===== src/rtl/mbps_pkg.sv =====
// Shared constants, types and helpers for the masked byte pattern search.
// Used by the stream interfaces, the window cell and the top level.
package mbps_pkg;

  // Pattern geometry
  localparam int MAX_PATTERN = 16;
  localparam int WIN_DEPTH   = MAX_PATTERN - 1;
  localparam int LEN_W       = $clog2(MAX_PATTERN + 1);
  localparam int PAT_IDX_W   = $clog2(MAX_PATTERN);
  localparam int PAT_W       = 8 * MAX_PATTERN;

  // Field widths
  localparam int BYTE_W = 8;
  localparam int POS_W  = 32;
  localparam int CNT_W  = 16;
  localparam int CARE_W = 16;

  // Configuration port
  localparam int CFG_IDX_W  = 3;
  localparam int CFG_DATA_W = 64;

  localparam logic [CFG_IDX_W-1:0] CFG_PATTERN_LOW    = 3'd0;
  localparam logic [CFG_IDX_W-1:0] CFG_PATTERN_HIGH   = 3'd1;
  localparam logic [CFG_IDX_W-1:0] CFG_CARE_MASK      = 3'd2;
  localparam logic [CFG_IDX_W-1:0] CFG_PATTERN_LENGTH = 3'd3;
  localparam logic [CFG_IDX_W-1:0] CFG_OCCURRENCE     = 3'd4;
  localparam logic [CFG_IDX_W-1:0] CFG_START_OFFSET   = 3'd5;

  // Register reset values
  localparam logic [CARE_W-1:0] CARE_RESET = '1;
  localparam logic [LEN_W-1:0]  LEN_RESET  = LEN_W'(1);
  localparam logic [CNT_W-1:0]  OCC_RESET  = CNT_W'(1);

  // Control shared by every window cell
  typedef struct packed {
    logic shift;  // accepted byte, window moves by one
    logic clear;  // final byte of region, window returns to zeros
  } cell_ctrl_t;

  // One masked compare: a wildcard or inactive position always passes
  function automatic logic byte_ok(input logic [BYTE_W-1:0] data,
                                   input logic [BYTE_W-1:0] pat,
                                   input logic              care);
    return !care || (data == pat);
  endfunction

endpackage


===== src/rtl/mbps_in_if.sv =====
// Input stream channel: one region byte per beat plus the end-of-region flag.
// Depends on mbps_pkg for field widths.
interface mbps_in_if;
  logic                          valid;
  logic                          ready;
  logic [mbps_pkg::BYTE_W-1:0]   data_byte;
  logic                          region_last;

  modport source (output valid, output data_byte, output region_last, input ready);
  modport sink   (input valid, input data_byte, input region_last, output ready);
endinterface


===== src/rtl/mbps_out_if.sv =====
// Result channel: found flag and start offset of the reported match.
// Depends on mbps_pkg for field widths.
interface mbps_out_if;
  logic                        valid;
  logic                        ready;
  logic                        found;
  logic [mbps_pkg::POS_W-1:0]  match_offset;

  modport source (output valid, output found, output match_offset, input ready);
  modport sink   (input valid, input found, input match_offset, output ready);
endinterface


===== src/rtl/mbps_cell.sv =====
// One stage of the byte window: holds a past region byte, passes it on,
// and compares it against the pattern byte aligned to it. Uses mbps_pkg.
module mbps_cell (
  input  logic                        clk_i,
  input  logic                        rst_ni,
  input  mbps_pkg::cell_ctrl_t        ctrl_i,
  input  logic [mbps_pkg::BYTE_W-1:0] byte_i,
  input  logic [mbps_pkg::BYTE_W-1:0] pat_byte_i,
  input  logic                        care_i,
  output logic [mbps_pkg::BYTE_W-1:0] byte_o,
  output logic                        hit_o
);
  import mbps_pkg::*;

  logic [BYTE_W-1:0] byte_q;
  logic [BYTE_W-1:0] byte_d;

  // Window byte: cleared at region end, shifted from the neighbor on any other accepted byte
  always_comb begin
    byte_d = byte_q;
    if (ctrl_i.clear) begin
      byte_d = '0;
    end else if (ctrl_i.shift) begin
      byte_d = byte_i;
    end
  end

  always_ff @(posedge clk_i or negedge rst_ni) begin
    if (!rst_ni) begin
      byte_q <= '0;
    end else begin
      byte_q <= byte_d;
    end
  end

  assign byte_o = byte_q;
  assign hit_o  = byte_ok(byte_q, pat_byte_i, care_i);

endmodule


===== src/rtl/masked_byte_pattern_search_unit.sv =====
// Masked byte pattern search. Takes one region byte per cycle and reports, one
// beat per region, either the start offset of the requested (nth, overlapping)
// masked match or not-found when the region ends first. A byte is taken every
// cycle while the result register is empty or being drained; the result
// appears on the output in the cycle after the byte that decides it. The row of
// window cells compares all pattern positions against the newest bytes at
// once, combinationally, which sets the one-byte-per-cycle rate. Configuration
// is to be written only while the block is idle; the block does not enforce it.
module masked_byte_pattern_search_unit (
  input  logic                            clk_i,
  input  logic                            rst_ni,
  input  logic                            cfg_we_i,
  input  logic [mbps_pkg::CFG_IDX_W-1:0]  cfg_index_i,
  input  logic [mbps_pkg::CFG_DATA_W-1:0] cfg_wdata_i,
  mbps_in_if.sink                         in_i,
  mbps_out_if.source                      out_o
);
  import mbps_pkg::*;

  // Configuration registers
  logic [CFG_DATA_W-1:0] pat_lo_q;
  logic [CFG_DATA_W-1:0] pat_hi_q;
  logic [CARE_W-1:0]     care_q;
  logic [LEN_W-1:0]      len_q;
  logic [CNT_W-1:0]      occ_q;
  logic [POS_W-1:0]      start_q;

  always_ff @(posedge clk_i or negedge rst_ni) begin
    if (!rst_ni) begin
      pat_lo_q <= '0;
      pat_hi_q <= '0;
      care_q   <= CARE_RESET;
      len_q    <= LEN_RESET;
      occ_q    <= OCC_RESET;
      start_q  <= '0;
    end else if (cfg_we_i) begin
      unique case (cfg_index_i)
        CFG_PATTERN_LOW:    pat_lo_q <= cfg_wdata_i;
        CFG_PATTERN_HIGH:   pat_hi_q <= cfg_wdata_i;
        CFG_CARE_MASK:      care_q   <= cfg_wdata_i[CARE_W-1:0];
        CFG_PATTERN_LENGTH: len_q    <= cfg_wdata_i[LEN_W-1:0];
        CFG_OCCURRENCE:     occ_q    <= cfg_wdata_i[CNT_W-1:0];
        CFG_START_OFFSET:   start_q  <= cfg_wdata_i[POS_W-1:0];
        default: ;
      endcase
    end
  end

  // Effective length and occurrence (zero means one, length saturates)
  logic [LEN_W-1:0] len_eff;
  logic [CNT_W-1:0] want_eff;

  always_comb begin
    priority if (len_q == '0) begin
      len_eff = LEN_W'(1);
    end else if (len_q > LEN_W'(MAX_PATTERN)) begin
      len_eff = LEN_W'(MAX_PATTERN);
    end else begin
      len_eff = len_q;
    end
  end

  assign want_eff = (occ_q == '0) ? CNT_W'(1) : occ_q;

  // Pattern bytes, byte 0 in the low bits
  logic [2*CFG_DATA_W-1:0] pat_all;
  logic [BYTE_W-1:0]       pat_bytes [MAX_PATTERN];

  assign pat_all = {pat_hi_q, pat_lo_q};

  always_comb begin
    for (int k = 0; k < MAX_PATTERN; k++) begin
      pat_bytes[k] = pat_all[BYTE_W*k +: BYTE_W];
    end
  end

  // Handshake
  logic       out_valid_q;
  logic       in_fire;
  logic       out_fire;
  cell_ctrl_t cell_ctrl;

  assign in_i.ready = !out_valid_q || out_o.ready;
  assign in_fire    = in_i.valid && in_i.ready;
  assign out_fire   = out_valid_q && out_o.ready;

  assign cell_ctrl.shift = in_fire && !in_i.region_last;
  assign cell_ctrl.clear = in_fire && in_i.region_last;

  // Newest byte: pattern position len-1 lines up with the incoming byte
  logic [LEN_W-1:0] cur_k;
  logic             cur_hit;

  assign cur_k   = len_eff - LEN_W'(1);
  assign cur_hit = byte_ok(in_i.data_byte, pat_bytes[cur_k[PAT_IDX_W-1:0]],
                           care_q[cur_k[PAT_IDX_W-1:0]]);

  // Row of window cells; cell g holds the byte g+1 positions back
  logic [BYTE_W-1:0] win_byte [WIN_DEPTH];
  logic [WIN_DEPTH-1:0] cell_hit;

  for (genvar g = 0; g < WIN_DEPTH; g++) begin : g_cell
    localparam logic [LEN_W-1:0] Back = LEN_W'(g + 1);

    logic [LEN_W-1:0]  pat_k;
    logic              active;
    logic [BYTE_W-1:0] nbr_byte;

    assign pat_k  = len_eff - Back - LEN_W'(1);
    assign active = Back < len_eff;

    if (g == 0) begin : g_head
      assign nbr_byte = in_i.data_byte;
    end else begin : g_body
      assign nbr_byte = win_byte[g-1];
    end

    mbps_cell u_cell (
      .clk_i      (clk_i),
      .rst_ni     (rst_ni),
      .ctrl_i     (cell_ctrl),
      .byte_i     (nbr_byte),
      .pat_byte_i (pat_bytes[pat_k[PAT_IDX_W-1:0]]),
      .care_i     (active && care_q[pat_k[PAT_IDX_W-1:0]]),
      .byte_o     (win_byte[g]),
      .hit_o      (cell_hit[g])
    );
  end

  // Scan state
  logic [POS_W-1:0] pos_q, pos_d;
  logic [CNT_W-1:0] seen_q, seen_d;
  logic             done_q, done_d;

  logic [POS_W-1:0] start_pos;
  logic [CNT_W-1:0] seen_inc;
  logic             cand;
  logic             hit_req;
  logic             res_load;

  assign start_pos = pos_q - POS_W'(cur_k);
  assign seen_inc  = seen_q + CNT_W'(1);
  assign cand      = !done_q && (pos_q >= POS_W'(cur_k)) && (start_pos >= start_q)
                     && cur_hit && (&cell_hit);
  assign hit_req   = cand && (seen_inc == want_eff);
  assign res_load  = in_fire && (hit_req || (in_i.region_last && !done_q));

  always_comb begin
    pos_d  = pos_q;
    seen_d = seen_q;
    done_d = done_q;
    if (in_fire) begin
      if (cand) begin
        seen_d = seen_inc;
      end
      if (hit_req) begin
        done_d = 1'b1;
      end
      if (in_i.region_last) begin
        pos_d  = '0;
        seen_d = '0;
        done_d = 1'b0;
      end else begin
        pos_d = pos_q + POS_W'(1);
      end
    end
  end

  always_ff @(posedge clk_i or negedge rst_ni) begin
    if (!rst_ni) begin
      pos_q  <= '0;
      seen_q <= '0;
      done_q <= 1'b0;
    end else begin
      pos_q  <= pos_d;
      seen_q <= seen_d;
      done_q <= done_d;
    end
  end

  // Result register
  logic             out_valid_d;
  logic             found_q;
  logic [POS_W-1:0] offset_q;

  always_comb begin
    out_valid_d = out_valid_q;
    if (res_load) begin
      out_valid_d = 1'b1;
    end else if (out_fire) begin
      out_valid_d = 1'b0;
    end
  end

  always_ff @(posedge clk_i or negedge rst_ni) begin
    if (!rst_ni) begin
      out_valid_q <= 1'b0;
    end else begin
      out_valid_q <= out_valid_d;
    end
  end

  always_ff @(posedge clk_i) begin
    if (res_load) begin
      found_q  <= hit_req;
      offset_q <= hit_req ? start_pos : '0;
    end
  end

  assign out_o.valid        = out_valid_q;
  assign out_o.found        = found_q;
  assign out_o.match_offset = offset_q;

  // Checks
  a_last_clears: assert property (@(posedge clk_i) disable iff (!rst_ni)
    in_fire && in_i.region_last |=> (pos_q == '0) && (seen_q == '0) && !done_q)
    else $error("region end did not clear the scan state");

  a_miss_zero: assert property (@(posedge clk_i) disable iff (!rst_ni)
    out_valid_q && !found_q |-> offset_q == '0)
    else $error("not-found result carries a nonzero offset");

  a_hit_after_start: assert property (@(posedge clk_i) disable iff (!rst_ni)
    out_valid_q && found_q |-> offset_q >= start_q)
    else $error("reported match begins before the start offset");

endmodule

===== src/flat_wrapper.sv =====
// flat-port wrapper written by rule: the top's interface ports become plain ports
module masked_byte_pattern_search_unit_flat import mbps_pkg::*;
  (clk_i, rst_ni, cfg_we_i, cfg_index_i, cfg_wdata_i, in_i_valid, in_i_data_byte, in_i_region_last, in_i_ready, out_o_valid, out_o_found, out_o_match_offset, out_o_ready);
  mbps_in_if in_i_i ();
  mbps_out_if out_o_i ();
  input  logic clk_i;
  input  logic rst_ni;
  input  logic cfg_we_i;
  input  logic [mbps_pkg::CFG_IDX_W-1:0] cfg_index_i;
  input  logic [mbps_pkg::CFG_DATA_W-1:0] cfg_wdata_i;
  input wire logic [$bits(in_i_i.valid)-1:0] in_i_valid;
  input wire logic [$bits(in_i_i.data_byte)-1:0] in_i_data_byte;
  input wire logic [$bits(in_i_i.region_last)-1:0] in_i_region_last;
  output wire logic [$bits(in_i_i.ready)-1:0] in_i_ready;
  output wire logic [$bits(out_o_i.valid)-1:0] out_o_valid;
  output wire logic [$bits(out_o_i.found)-1:0] out_o_found;
  output wire logic [$bits(out_o_i.match_offset)-1:0] out_o_match_offset;
  input wire logic [$bits(out_o_i.ready)-1:0] out_o_ready;
  assign in_i_i.valid = in_i_valid;
  assign in_i_i.data_byte = in_i_data_byte;
  assign in_i_i.region_last = in_i_region_last;
  assign in_i_ready = in_i_i.ready;
  assign out_o_valid = out_o_i.valid;
  assign out_o_found = out_o_i.found;
  assign out_o_match_offset = out_o_i.match_offset;
  assign out_o_i.ready = out_o_ready;
  masked_byte_pattern_search_unit u_core (.clk_i(clk_i), .rst_ni(rst_ni), .cfg_we_i(cfg_we_i), .cfg_index_i(cfg_index_i), .cfg_wdata_i(cfg_wdata_i), .in_i(in_i_i), .out_o(out_o_i));
endmodule

===== config.mk =====
export PLATFORM = sky130hd
export DESIGN_NAME = masked_byte_pattern_search_unit_flat
export DESIGN_NICKNAME = d
export VERILOG_FILES = /design/src/rtl/mbps_pkg.sv /design/src/rtl/mbps_in_if.sv /design/src/rtl/mbps_out_if.sv /design/src/rtl/mbps_cell.sv /design/src/rtl/masked_byte_pattern_search_unit.sv /design/src/flat_wrapper.sv
export SDC_FILE = /design/constraint.sdc
export NUM_CORES = 1
export LEC_CHECK = 0
export BUFFER_PORTS_ARGS = -buffer_cell sky130_fd_sc_hd__buf_2
export CAP_MARGIN = 15
export CELL_PAD_IN_SITES_DETAIL_PLACEMENT = 1
export CELL_PAD_IN_SITES_GLOBAL_PLACEMENT = 1
export CORE_UTILIZATION = 25
export DETAILED_ROUTE_END_ITERATION = 10
export HOLD_SLACK_MARGIN = 0.06
export PLACE_DENSITY = 0.49
export SLEW_MARGIN = 20
export SYNTH_ARGS = -nofsm -noshare
export SYNTH_HDL_FRONTEND = slang
export SYNTH_HIERARCHICAL = 1
export SYNTH_SLANG_ARGS = --single-unit

===== constraint.sdc =====
create_clock -name clk_i -period 25.5 [get_ports clk_i]
set_input_delay 2.55 -clock clk_i [delete_from_list [all_inputs] [get_ports clk_i]]
set_output_delay 2.55 -clock clk_i [all_outputs]
set_load 0.005 [all_outputs]

=== After elaboration in Yosys (flattened, before gate mapping) ===
Index checks and enable logic that the tools add are counted.

* Word-level logic and storage cells: 347
* Bits in latches: 0
* Memories kept: 0
* Flip-flop bits (word level): 400
* Bits in writable memories: 0
* Input bits: 81
* ROM bits: 0

* Magnitude comparators: 50
* Divide/modulo/power cells: 0
* $add $sub $neg: 33
* Mux-type cells: 120
* Bitwise logic cells: 16
* Reduce and logical (&&, ||, !) cells: 79
* Equality and inequality tests: 22
* $mul: 0
* Shift operators: 0

{| class="wikitable"
|+ Operators with widths
! kind !! number
|-
| 8-bit binary-select mux with 4-bit select || 16
|-
| 8-bit two-way mux || 62
|-
| 8-bit equality test || 16
|-
| 5-bit greater-or-equal comparator (second input constant) || 16
|-
| 4-bit by 5-bit < comparator with 1-bit output (second input constant) || 16
|-
| 4-bit inverter with 5-bit output || 16
|-
| 1-bit binary-select mux with 4-bit select || 16
|-
| 4-bit by 1-bit subtractor with 4-bit output (second input constant) || 15
|-
| 16-bit two-way mux || 3
|-
| 4-bit by 5-bit < comparator with 1-bit output (first input constant) || 8
|-
| 32-bit by 1-bit adder with 32-bit output (second input constant) || 1
|-
| 32-bit greater-or-equal comparator || 1
|-
| 32-bit by 5-bit greater-or-equal comparator with 1-bit output || 1
|-
| 32-bit two-way mux || 1
|-
| 32-bit by 5-bit subtractor with 32-bit output || 1
|-
| 4-bit subtractor (second input constant) || 8
|-
| 1-bit logical AND || 26
|-
| 3-bit by 5-bit < comparator with 1-bit output (first input constant) || 4
|-
| 1-bit two-way mux || 20
|-
| 1-bit logical NOT || 19
|-
| 1-bit logical OR || 18
|-
| 16-bit by 1-bit adder with 16-bit output (second input constant) || 1
|-
| 16-bit equality test || 1
|-
| 16-bit logical NOT || 1
|-
| 15 further kinds || 33
|}

=== Longest topological paths before layout ===
Gate-level depths: netlist of run 1.

* Depth in word-level cells: 17
* Mapped depth: 34

=== Hierarchy ===
The synthesis of run 1 kept the hierarchy.

{| class="wikitable"
|+ Modules (own cells, without submodules)
! module !! cells each !! area each (sq um) !! sequential area each (sq um) !! times used
|-
| masked_byte_pattern_search_unit || 1824 || 19979.2 || 7194.4 || 1
|-
| mbps_cell || 37 || 412.9 || 200.2 || 15
|}

=== Worst setup path after synthesis of run 1 ===
OpenSTA, ideal clock, no wires.

* Kind: reg-to-reg
* From: register u_core.len_q[3]
* To: register u_core.found_q (netlist: u_core/out_o.found), enable pin
* Path slack: 16841 ps
* Buffers on the path: 10
* Stages on the path, launching flop included: 34
* Data arrival time: 8225 ps
* Data required time: 25066 ps
* Library setup time: 434 ps
* Cell sequence: dfrtp_1 > buf_2 > nor3_2 > o21ai_2 > buf_4 > buf_4 > buf_2 > buf_2 > buf_2 > buf_2 > ha_1 > xnor2_2 > inv_2 > buf_1 > ha_1 > nor2b_1 > o21ai_0 > nand2b_1 > a2111oi_2 > nand3_1 > or3_1 > xnor2_1 > ha_1 > a21o_1 > a21oi_1 > o21ai_0 > a31o_2 > nor2_1 > nor3b_1 > o21a_1 > buf_2 > nand3_2 > buf_2 > a21oi_1

* Elaborated cells between the ends (all ways): 219
* Classes of those cells: 31 x add/sub; 18 x order compare; 16 x eq/ne; 82 x mux; 16 x bitwise; 56 x reduce/logical

{| class="wikitable"
|+ RTL lines
! item !! RTL line !! source
|-
| start: declaration || masked_byte_pattern_search_unit.sv:24 || <nowiki>logic [LEN_W-1:0] len_q;</nowiki>
|-
| start signal: assignment || masked_byte_pattern_search_unit.sv:41 || <nowiki>CFG_PATTERN_LENGTH: len_q <= cfg_wdata_i[LEN_W-1:0];</nowiki>
|-
| 5-bit greater-than comparator || masked_byte_pattern_search_unit.sv:56 || <nowiki>end else if (len_q > LEN_W'(MAX_PATTERN)) begin</nowiki>
|-
| 5-bit two-way mux || masked_byte_pattern_search_unit.sv:56 ||
|-
| 5-bit two-way mux (*) || masked_byte_pattern_search_unit.sv:54 || <nowiki>priority if (len_q == '0) begin</nowiki>
|-
| 5-bit by 1-bit subtractor with 5-bit output (*) || masked_byte_pattern_search_unit.sv:94 || <nowiki>assign cur_k = len_eff - LEN_W'(1);</nowiki>
|-
| 32-bit by 5-bit subtractor with 32-bit output (*) || masked_byte_pattern_search_unit.sv:141 || <nowiki>assign start_pos = pos_q - POS_W'(cur_k);</nowiki>
|-
| net u_core.start_pos[26] || masked_byte_pattern_search_unit.sv:135 || <nowiki>logic [POS_W-1:0] start_pos;</nowiki>
|-
| 32-bit greater-or-equal comparator (*) || masked_byte_pattern_search_unit.sv:143 || <nowiki>assign cand = !done_q && (pos_q >= POS_W'(cur_k)) && (start_pos >= start_q)</nowiki>
|-
| 1-bit logical AND (*) || masked_byte_pattern_search_unit.sv:143 ||
|-
| 1-bit logical AND (*) (2 in series) || masked_byte_pattern_search_unit.sv:144 || <nowiki>&& cur_hit && (&cell_hit);</nowiki>
|-
| 1-bit logical AND (*) || masked_byte_pattern_search_unit.sv:145 || <nowiki>assign hit_req = cand && (seen_inc == want_eff);</nowiki>
|-
| 1-bit logical OR (*) || masked_byte_pattern_search_unit.sv:146 || <nowiki>assign res_load = in_fire && (hit_req || (in_i.region_last && !done_q));</nowiki>
|-
| 1-bit logical AND (*) || masked_byte_pattern_search_unit.sv:146 ||
|-
| end signal: assignment || masked_byte_pattern_search_unit.sv:205 || <nowiki>found_q <= hit_req;</nowiki>
|-
| end: declaration || masked_byte_pattern_search_unit.sv:183 || <nowiki>logic found_q;</nowiki>
|}

The timed path passes the listed nets; every way through them passes the cells marked *. The select of a mux whose other input is x is not followed.
A chain may end at the register's enable or synchronous reset.

=== Final worst setup path of run 1 ===
* From: register u_core.len_q[4]
* To: register u_core.offset_q[26] (netlist: u_core/out_o.match_offset[26]), enable pin

* Elaborated cells between the ends (all ways): 219
* Classes of those cells: 31 x add/sub; 18 x order compare; 16 x eq/ne; 82 x mux; 16 x bitwise; 56 x reduce/logical

{| class="wikitable"
|+ RTL lines
! item !! RTL line !! source
|-
| 5-bit greater-than comparator || masked_byte_pattern_search_unit.sv:56 ||
|-
| 5-bit two-way mux || masked_byte_pattern_search_unit.sv:56 ||
|-
| 5-bit two-way mux (*) || masked_byte_pattern_search_unit.sv:54 ||
|-
| 5-bit by 1-bit subtractor with 5-bit output (*) || masked_byte_pattern_search_unit.sv:94 ||
|-
| 32-bit by 5-bit subtractor with 32-bit output (*) || masked_byte_pattern_search_unit.sv:141 ||
|-
| net u_core.start_pos[27] || masked_byte_pattern_search_unit.sv:135 ||
|-
| 32-bit greater-or-equal comparator (*) || masked_byte_pattern_search_unit.sv:143 ||
|-
| 1-bit logical AND (*) || masked_byte_pattern_search_unit.sv:143 ||
|-
| 1-bit logical AND (*) (2 in series) || masked_byte_pattern_search_unit.sv:144 ||
|-
| 1-bit logical AND (*) || masked_byte_pattern_search_unit.sv:145 ||
|-
| 1-bit logical OR (*) || masked_byte_pattern_search_unit.sv:146 ||
|-
| 1-bit logical AND (*) || masked_byte_pattern_search_unit.sv:146 ||
|-
| end signal: assignment || masked_byte_pattern_search_unit.sv:206 || <nowiki>offset_q <= hit_req ? start_pos : '0;</nowiki>
|-
| end: declaration || masked_byte_pattern_search_unit.sv:184 || <nowiki>logic [POS_W-1:0] offset_q;</nowiki>
|}

Marks and branches as above.

==> out/metrics.cfg, run 1 <==
[outcome]
outcome=completed

[logic_synthesis]
synth_area_sq_mm=0.0262
synth.area.top_cells=dfrtp_1 33%, mux2i_1 20%, mux2_2 7.9%
yosys.area.top_type=dfrtp_1
yosysTopAreaCellShare_pct=33.4
synth_cell_type_count=65
synth_area_per_cell_sq_um=11.0
postSynth.asyncResetShare_pct=91.8
netlist_instances=2379
ys_seq_area_share_pct=39.0
ys_warn_count=6
synth_edf_count=33
synthFlopType=dfrtp_1
synth_nets=2506
synth-seq-cells=400

[drt]
drc_errors=0
routed_wl_microns=97500
vias_per_cell=4.98
ant_nets=0
drt_iter0_markers=924
route.vias.total=19300
first_pass_iters=5
post_drt_wl_per_cell_microns=25.2

[grt]
use_met3_pct=1.88
grt_usage_pct=18.2
grt_overflow_total=0
grtUsageMet1_pct=24.8
antenna_found_initial=4
grt.busiest_layer=met2
grt_max_degree=141
grt_pass1_vias=20600
grt_first_pass_wirelength_microns=144000
grt_use_met2_pct=30.1

[die]
io_pins=116
start_util_pct=25.3
core_sq_mm=0.104
die_x_microns=326
die_area_sq_mm=0.106
num_rows=118
fp.dieH_microns=326

[power_and_ir_drop]
power_leakage_nw=13.1
powerDensity_mw_per_mm2=106
p_total_w=0.00317
ir_drop_mv=0.0571

[cells_and_area]
finalNetCount=2570
multi_input_area_sq_mm=0.0151
final_common_cell=mux2i_1
fin_cells=3866
drive_gt1_share_pct=21.4
nFillCells=11500
syn2layout_area_growth_pct=14.4
final_area_sq_mm=0.0299
regArea_sq_mm=0.0102
layout_common_cells=529 x mux2i_1, 349 x dfrtp_1, 186 x nor2_1, 184 x mux2_2, 170 x xnor2_1

[sta]
setup_viol_count_final=0
rsz0062_at_grt=no
period_share_pct=36.3
hold_violations=0
worst_pin_slew_ns=1.10
min_period_ns=9.26
skew_ns=0.0232
setup_tns_ns=0
maxSlewHeadroom_pct=26.1
maxClockFrequency_mhz=108
maxSlewViolCount=0

[worst_setup_path]
criticalPathCategory=flip-flop to flip-flop
r2r_cells=25
worst_r2r_endpoint=u_core/out_o.match_offset[26]$_SDFFCE_PN0P_
cp_max_fo=31
cp-start-kind=flip-flop
slowest_delay_ns=0.82
path_delay_family=compound AO/OA/AOI/OAI gates
critPathRequiredTime_ns=25.81
cp_num_buf_inv=5
reg2reg_from=u_core/len_q[4]$_DFFE_PN0P_
cp.arrival_ns=9.57
r2r_slack_ns=16.24
end_kind=flip-flop
path_common_cell=ha_1
crit_path_top_delay_cell=dfrtp_1

[clock_network]
cts_max_level=2
cts_resized=0
cts_buffer_depth=3
ctsHoldBuffers=0
path_clk_slew_ns=0.06
clk_latency_ns=0.62
cts_made_buffers=51
tritoncts=yes
cts_setup_buffers=0
clock_sink_count=400
cts_root_buffer=clkbuf_16

[hold_path]
min_path_cells=1
hold_path.class=flip-flop to flip-flop
hold_start=u_core/start_q[30]$_DFFE_PN0P_
hold_path_end=u_core/start_q[30]$_DFFE_PN0P_

[placed_design]
gp_congestion=0.924
place_area_sq_mm=0.0282
io_buffers=115
hpwl_microns=74400
place_inst=3768

[run]
cap_viol_max_count=0

## Yosys cell counts (18+ instances only)
cell type	count
a21oi_1	39
and3_1	23
buf_1	31
buf_2	24
clkbuf_1	69
dfrtp_1	349
dfstp_2	18
edfxtp_1	33
ha_1	45
inv_1	72
mux2_2	184
mux2i_1	529
mux4_2	55
nand2_1	94
nand3_1	26
nand4_1	66
nor2_1	188
nor2b_1	43
nor3_1	30
o21ai_0	40
xnor2_1	171
xor2_1	41
## logic make-up after synthesis
kind of cell             Yosys count  synth area share, %
AO/OA/AOI/OAI                    178                 4.44
AND/OR/NAND/NOR                  547                 10.4
XOR/XNOR                         214                 7.22
buffers and inverters            226                 3.92
flip-flops                       400                 39.0
multiplexers                     768                 32.9
adder cells (fa/ha/maj)           46                 2.23
## power by group
group          leakage [nW]  total [W]  switching, W  internal [W]
registers              5.00   0.000820     0.0000900      0.000730
logic                  7.32    0.00162      0.000972      0.000650
clock network         0.831   0.000728      0.000301      0.000426
## worst reg2reg max path: cells and delay by family (launching register included)
kind                       cells  cell delay [ns]
xor gates and xnor gates       1             0.17
AOI/OAI and AO/OA              8             2.72
DFF                            1             0.82
adders and majority gates      3             1.08
buffers and inverters          5             1.83
and+or+nand+nor                8             2.31
## final cells by class
cell class / count / share of cell area, %
diodes: 1 / 0.00836
clock buffers: 76 / 5.12
clock inverters: 19 / 0.514
inverters: 79 / 0.990
multi-input cells: 1753 / 50.3
flip-flops and latches: 400 / 34.1
well taps: 1380 / 5.77
repair buffers: 158 / 3.25
## worst max path at each step
stage	from	endpoint	slack, ns	cells after the start
floorplan	u_core/len_q[3]$_DFFE_PN0P_	u_core/out_o.found$_DFFE_PP_	16.84	33
global placement	u_core/len_q[4]$_DFFE_PN0P_	u_core/out_o.match_offset[28]$_SDFFCE_PN0P_	16.16	26
detailed placement	u_core/len_q[4]$_DFFE_PN0P_	u_core/out_o.match_offset[29]$_SDFFCE_PN0P_	15.99	26
CTS	u_core/len_q[4]$_DFFE_PN0P_	u_core/out_o.match_offset[27]$_SDFFCE_PN0P_	15.95	26
global route	u_core/len_q[4]$_DFFE_PN0P_	u_core/out_o.match_offset[27]$_SDFFCE_PN0P_	15.61	27
finish	u_core/len_q[4]$_DFFE_PN0P_	u_core/out_o.match_offset[26]$_SDFFCE_PN0P_	16.24	25
## routing by layer
metal / vias to the layer above / wire length (microns)
li1: 8725 / -
met2: 328 / 46000
met5: - / 0
met1: 10100 / 45800
met3: 115 / 2600
met4: 0 / 3110
## through the flow
stage               utilization [%]  hold WS (ns)  setup WS [ns]
floorplan                         -         0.479          16.84
global placement               27.2         0.489          16.16
detailed placement             27.2         0.494          15.99
CTS                            28.8         0.507          15.95
global route                   28.9         0.525          15.61
finish                         28.9         0.505          16.24
## flip-flops by register name, indices dropped and copies added, names as in the netlist
name and cells:
u_core/g_cell.u_cell/byte_o 120, u_core/pat_hi_q 64, u_core/pat_lo_q 64, u_core/out_o.match_offset 32, u_core/pos_q 32, u_core/start_q 32
u_core/care_q 16, u_core/occ_q 16, u_core/seen_q 16, u_core/len_q 5, u_core/done_q 1, u_core/out_o.found 1
u_core/out_o.valid 1
Power figures use the tool's default switching activity.
==> run 2: changes to the inputs <==
- clock period: 25.5 -> 8.8 ns (I/O delays scaled with it)
==> run 2 against run 1 <==
Net effect:
- cell count rose by 0.13%
- first-iteration DRC count rose by 17%
- highest routed layer unchanged
- register-to-register slack got worse by 15 ns
- wire length rose by 0.72%
- critical path depth rose by 1
- non-clock buffer count rose by 7
- flip-flop and latch count did not move
- hold slack got worse by 0.19 ns
==> out/metrics.cfg, run 2 (synthesis results as in run 1) <==
[die]
num_rows=118  ; unchanged
die_x_microns=326  ; unchanged
fp.dieH_microns=326  ; unchanged
io_pins=116  ; unchanged
core_sq_mm=0.104  ; unchanged
die_area_sq_mm=0.106  ; unchanged
start_util_pct=25.3  ; unchanged

[worst_setup_path]
end_kind=flip-flop  ; unchanged
cp.arrival_ns=7.76  ; was 9.57 ns
critPathLaunch=u_core/len_q[4]$_DFFE_PN0P_  ; unchanged
reg2reg_from=u_core/len_q[4]$_DFFE_PN0P_  ; unchanged
cp_max_fo=39  ; was 31
cp-start-kind=flip-flop  ; unchanged
critPathRequiredTime_ns=9.07  ; was 25.81 ns
criticalPathCategory=flip-flop to flip-flop  ; unchanged

[grt]
antenna_found_initial=8  ; was 4
grt_overflow_total=0  ; unchanged
grt_max_degree=164  ; was 141
grt_usage_pct=18.4  ; was 18.2%
grt_first_pass_wirelength_microns=146000  ; was 144000 microns
grt_pass1_vias=20600  ; about the same

[power_and_ir_drop]
powerDensity_mw_per_mm2=307  ; was 106 mW/mm^2
ir_drop_mv=0.150  ; was 0.0571 mV
power_leakage_nw=13.2  ; was 13.1 nW

[clock_network]
cts_resized=0  ; unchanged
cts_buffer_depth=3  ; unchanged
clock_sink_count=400  ; unchanged
cts_max_level=2  ; unchanged
cts_root_buffer=clkbuf_16  ; unchanged
clk_latency_ns=0.62  ; about the same
path_clk_slew_ns=0.06  ; about the same
cts_made_buffers=51  ; unchanged
tritoncts=yes  ; unchanged
ctsHoldBuffers=0  ; unchanged
cts_setup_buffers=0  ; unchanged

[sta]
min_period_ns=7.49  ; was 9.26 ns
maxSlewViolCount=0  ; unchanged
worst_pin_slew_ns=1.04  ; was 1.10 ns
setup_viol_count_final=0  ; unchanged
period_share_pct=85.1  ; was 36.3%
hold_violations=0  ; unchanged
setup_tns_ns=0  ; unchanged
maxClockFrequency_mhz=133  ; was 108 MHz
maxSlewHeadroom_pct=30.3  ; was 26.1%
rsz0062_at_grt=no  ; unchanged
skew_ns=0.0189  ; was 0.0232 ns

[cells_and_area]
fin_cells=3871  ; was 3866
layout_common_cells=529 x mux2i_1, 349 x dfrtp_1, 186 x nor2_1, 184 x mux2_2, 170 x xnor2_1  ; unchanged
finalNetCount=2577  ; was 2570
final_common_cell=mux2i_1  ; unchanged
largest_reg_flops=120  ; unchanged
drive_gt1_share_pct=21.7  ; was 21.4%
syn2layout_area_growth_pct=14.6  ; was 14.4%
nFillCells=11600  ; was 11500

[drt]
route.vias.total=19300  ; about the same
drc_errors=0  ; unchanged
vias_per_cell=4.98  ; about the same
drt_iter0_markers=1080  ; was 924
ant_nets=0  ; unchanged
post_drt_wl_per_cell_microns=25.4  ; was 25.2 microns
routed_wl_microns=98200  ; was 97500 microns
first_pass_iters=5  ; unchanged

[placed_design]
io_buffers=115  ; unchanged
place_inst=3777  ; was 3768
gp_congestion=0.898  ; was 0.924
hpwl_microns=74300  ; was 74400 microns

[run]
cap_viol_max_count=0  ; unchanged

[hold_path]
hold_path.class=input pin to asynchronous set/reset pin  ; was flip-flop to flip-flop

[outcome]
outcome=completed  ; unchanged

[run 2: cell types whose count changed in the layout (fill, tap and decap cells not counted)]
cell | before | now
buf_4 | 39 | 48
clkbuf_1 | 11 | 7
inv_6 | 1 | 4
buf_16 | 2 | 0
bufinv_16 | 1 | 3
clkinvlp_4 | 3 | 5
inv_4 | 3 | 1
a21oi_2 | 2 | 1
a21oi_4 | 1 | 2
clkbuf_16 | 53 | 52
clkinv_2 | 8 | 7
clkinv_8 | 1 | 0
[run 2: worst paths after layout]
kind                                                                       to  slack (ns)  cells past startpoint
max in group asynchronous       u_core/g_cell[5].u_cell/byte_o[1]$_DFFE_PN0P_        6.94                      2
worst max-delay path              u_core/out_o.match_offset[21]$_SDFFCE_PN0P_        1.31                     26
worst max register to register    u_core/out_o.match_offset[21]$_SDFFCE_PN0P_        1.31                     26
min in group clk_i                             u_core/start_q[16]$_DFFE_PN0P_        0.50                      1
worst min register to register                 u_core/start_q[16]$_DFFE_PN0P_        0.50                      1
worst min-delay path                             u_core/seen_q[8]$_DFFE_PN0P_        0.31                      1
[run 2: routing by layer]
metal | track usage, % | share of wire (%) | up-vias
li1 | - | - | 8734
met1 | 25.7 | 47 | 10100
met2 | 30.3 | 47 | 317
met3 | 1.83 | 3.1 | 107
met4 | 4.79 | 2.4 | 0
met5 | 0 | 0 | -
[run 2: report_power, final]
group,internal (W),switching [W]
Clock,0.00127,0.000883
Combinational,0.00189,0.00278
Sequential,0.00212,0.000262
Total,0.00528,0.00392
[run 2: critical path: stages (launching register included)]
cell	delay, ns
dfrtp_1	0.65
nor2b_4	0.23
buf_4	0.63
inv_1	0.11
ha_2	0.23
xnor2_2	0.15
buf_4	0.32
inv_2	0.08
ha_1	0.34
nor2b_1	0.16
o21ai_0	0.15
nand2b_1	0.15
a2111oi_2	0.85
nand3_1	0.36
or3_1	0.42
xnor2_1	0.16
ha_1	0.30
a21o_1	0.11
a21oi_1	0.06
o21ai_0	0.18
a31o_2	0.25
nor2_1	0.08
nor3b_1	0.22
o21a_1	0.19
nand3_2	0.11
a21oi_4	0.20
buf_4	0.41
[run 2: final cells by class]
type                    count  area [sq um]  share of cell area [%]
flip-flops and latches    400         10200                    34.0
clock inverters            22           221                   0.738
clock buffers              71          1490                    4.98
diodes                      1          2.50                 0.00834
inverters                  79           297                   0.989
well taps                1380          1730                    5.76
repair buffers            165           986                    3.29
multi-input cells        1753         15100                    50.2
[run 2: stage by stage]
step           power (W)  hold WS [ns]  setup WS [ns]  instance area [sq um]  util, %
2_1_floorplan    0.00548         0.479          0.141                  26200        -
3_3_place_gp     0.00696         0.487           1.51                  28300     27.3
3_5_place_dp     0.00706         0.494           1.33                  28300     27.3
4_1_cts          0.00929         0.356           1.30                  30000     28.9
5_1_grt          0.00969         0.367          0.717                  30000     28.9
6_report         0.00920         0.313           1.31                  30000     28.9
==> run 3: changes to the inputs <==
- PLACE_DENSITY: 0.49 -> unset
- PLACE_DENSITY_LB_ADDON: unset -> 0.3
==> run 3 against run 2 <==
Net effect:
- flip-flop and latch count did not move
- wire length fell by 1.9%
- cell count did not move
==> out/metrics.cfg, run 3 (synthesis results as in run 1) <==
[outcome]
outcome=completed  ; unchanged

[die]
fp.dieH_microns=326  ; unchanged
num_rows=118  ; unchanged
io_pins=116  ; unchanged
die_area_sq_mm=0.106  ; unchanged
core_sq_mm=0.104  ; unchanged
die_x_microns=326  ; unchanged
start_util_pct=25.3  ; unchanged

[power_and_ir_drop]
seq_power_share_pct=25.7  ; was 25.8%
p_comb_share_pct=50.4  ; was 50.7%
p_total_w=0.00927  ; was 0.00920 W
clkPwrFrac_pct=24.0  ; was 23.4%
p_int_w=0.00537  ; was 0.00528 W
p_sw_share_pct=42.1  ; was 42.6%
p_sw_w=0.00390  ; was 0.00392 W
power_leakage_nw=13.2  ; about the same
powerDensity_mw_per_mm2=309  ; was 307 mW/mm^2
ir_drop_mv=0.149  ; was 0.150 mV

[worst_setup_path]
cp_num_buf_inv=5  ; unchanged
crit_end=u_core/out_o.match_offset[27]$_SDFFCE_PN0P_  ; was u_core/out_o.match_offset[21]$_SDFFCE_PN0P_
slowest_delay_ns=0.82  ; was 0.85 ns
path_depth=25  ; was 26
cp_max_fo=47  ; was 39
crit_path_top_delay_cell=dfrtp_1  ; was a2111oi_2
r2r_slack_ns=1.11  ; was 1.31 ns
critPathRequiredTime_ns=9.04  ; was 9.07 ns
criticalPathCategory=flip-flop to flip-flop  ; unchanged
end_kind=flip-flop  ; unchanged
critPathLaunch=u_core/len_q[4]$_DFFE_PN0P_  ; unchanged
worst_r2r_endpoint=u_core/out_o.match_offset[27]$_SDFFCE_PN0P_  ; was u_core/out_o.match_offset[21]$_SDFFCE_PN0P_
r2r_cells=25  ; was 26
reg2reg_from=u_core/len_q[4]$_DFFE_PN0P_  ; unchanged
cp-start-kind=flip-flop  ; unchanged
cp.arrival_ns=7.92  ; was 7.76 ns
path_common_cell=buf_4  ; unchanged
path_delay_family=compound AO/OA/AOI/OAI gates  ; unchanged

[cells_and_area]
largest_reg_flops=120  ; unchanged
finalNetCount=2571  ; was 2577
syn2layout_area_growth_pct=14.7  ; was 14.6%
layout_common_cells=529 x mux2i_1, 349 x dfrtp_1, 186 x nor2_1, 184 x mux2_2, 170 x xnor2_1  ; unchanged
drive_gt1_share_pct=21.5  ; was 21.7%
final_common_cell=mux2i_1  ; unchanged
final_area_sq_mm=0.0300  ; about the same
final_util_pct=29.0  ; was 28.9%
nFillCells=11600  ; about the same

[grt]
grt_first_pass_wirelength_microns=142000  ; was 146000 microns
antenna_found_initial=9  ; was 8
grt_overflow_total=0  ; unchanged
grt_max_degree=165  ; was 164
grt_pass1_vias=20700  ; was 20600
grt_usage_pct=17.9  ; was 18.4%

[drt]
first_pass_iters=4  ; was 5
ant_nets=0  ; unchanged
drc_errors=0  ; unchanged
route.vias.total=19400  ; was 19300
routed_wl_microns=96400  ; was 98200 microns
drt_iter0_markers=1129  ; was 1080
vias_per_cell=5.02  ; was 4.98
post_drt_wl_per_cell_microns=24.9  ; was 25.4 microns

[clock_network]
cts_made_buffers=49  ; was 51
tritoncts=yes  ; unchanged
cts_resized=0  ; unchanged
cts_root_buffer=clkbuf_16  ; unchanged
cts_buffer_depth=3  ; unchanged
clk_latency_ns=0.61  ; was 0.62 ns
path_clk_slew_ns=0.06  ; about the same
cts_max_level=2  ; unchanged
clock_sink_count=400  ; unchanged
ctsHoldBuffers=0  ; unchanged
cts_setup_buffers=0  ; unchanged

[sta]
maxSlewHeadroom_pct=26.3  ; was 30.3%
worst_pin_slew_ns=1.11  ; was 1.04 ns
hold_violations=0  ; unchanged
maxSlewViolCount=0  ; unchanged
holdWs_ns=0.317  ; was 0.313 ns
skew_ns=0.0228  ; was 0.0189 ns
min_period_ns=7.69  ; was 7.49 ns
setup_tns_ns=0  ; unchanged
maxClockFrequency_mhz=130  ; was 133 MHz
period_share_pct=87.3  ; was 85.1%
setup_viol_count_final=0  ; unchanged
rsz0062_at_grt=no  ; unchanged

[hold_path]
hold_path.class=input pin to asynchronous set/reset pin  ; unchanged

[placed_design]
place_area_sq_mm=0.0282  ; was 0.0283 sq mm
gp_congestion=0.918  ; was 0.898
hpwl_microns=72400  ; was 74300 microns
io_buffers=115  ; unchanged

[run]
cap_viol_max_count=0  ; unchanged

==> run 3: area by class of cell <==
cell class | count | area [sq um] | area share (%)
multi-input cells | 1753 | 15100 | 50.2
flip-flops and latches | 400 | 10200 | 34.0
well taps | 1380 | 1730 | 5.75
clock buffers | 72 | 1480 | 4.91
repair buffers | 161 | 947 | 3.16
inverters | 79 | 297 | 0.988
clock inverters | 19 | 277 | 0.921
diodes | 7 | 17.5 | 0.0584
==> run 3: power by group through the flow <==
stage	Combinational, W	Sequential (W)	Clock (W)
floorplan	0.00319	0.00229	0
global placement	0.00452	0.00239	0
detailed placement	0.00462	0.00241	0
CTS	0.00464	0.00238	0.00230
global route	0.00495	0.00241	0.00235
finish	0.00467	0.00238	0.00222
==> run 3: metal layers <==
metal / vias up / track usage, % / wire length, microns
li1: 8710 / - / -
met4: 4 / 5.73 / 3060
met5: - / 0 / 28
met2: 399 / 29.3 / 44900
met3: 128 / 2.23 / 3480
met1: 10200 / 24.4 / 44900
==> run 3: metrics by stage <==
stage	cells	worst slack [ns]
global route	3866	0.628
detailed placement	3773	1.16
finish	3871	1.11
CTS	3864	1.10
global placement	3772	1.37
floorplan	2379	0.141
==> run 3: how the worst min path moves through the flow <==
stage / startpoint / to / cells past startpoint
after floorplan: u_core/start_q[31]$_DFFE_PN0P_ / u_core/start_q[31]$_DFFE_PN0P_ / 1
after global placement: u_core/start_q[4]$_DFFE_PN0P_ / u_core/start_q[4]$_DFFE_PN0P_ / 1
after detailed placement: u_core/start_q[9]$_DFFE_PN0P_ / u_core/start_q[9]$_DFFE_PN0P_ / 1
after CTS: rst_ni / u_core/occ_q[5]$_DFFE_PN0P_ / 1
after global routing: rst_ni / u_core/occ_q[14]$_DFFE_PN0P_ / 1
final: rst_ni / u_core/occ_q[5]$_DFFE_PN0P_ / 1
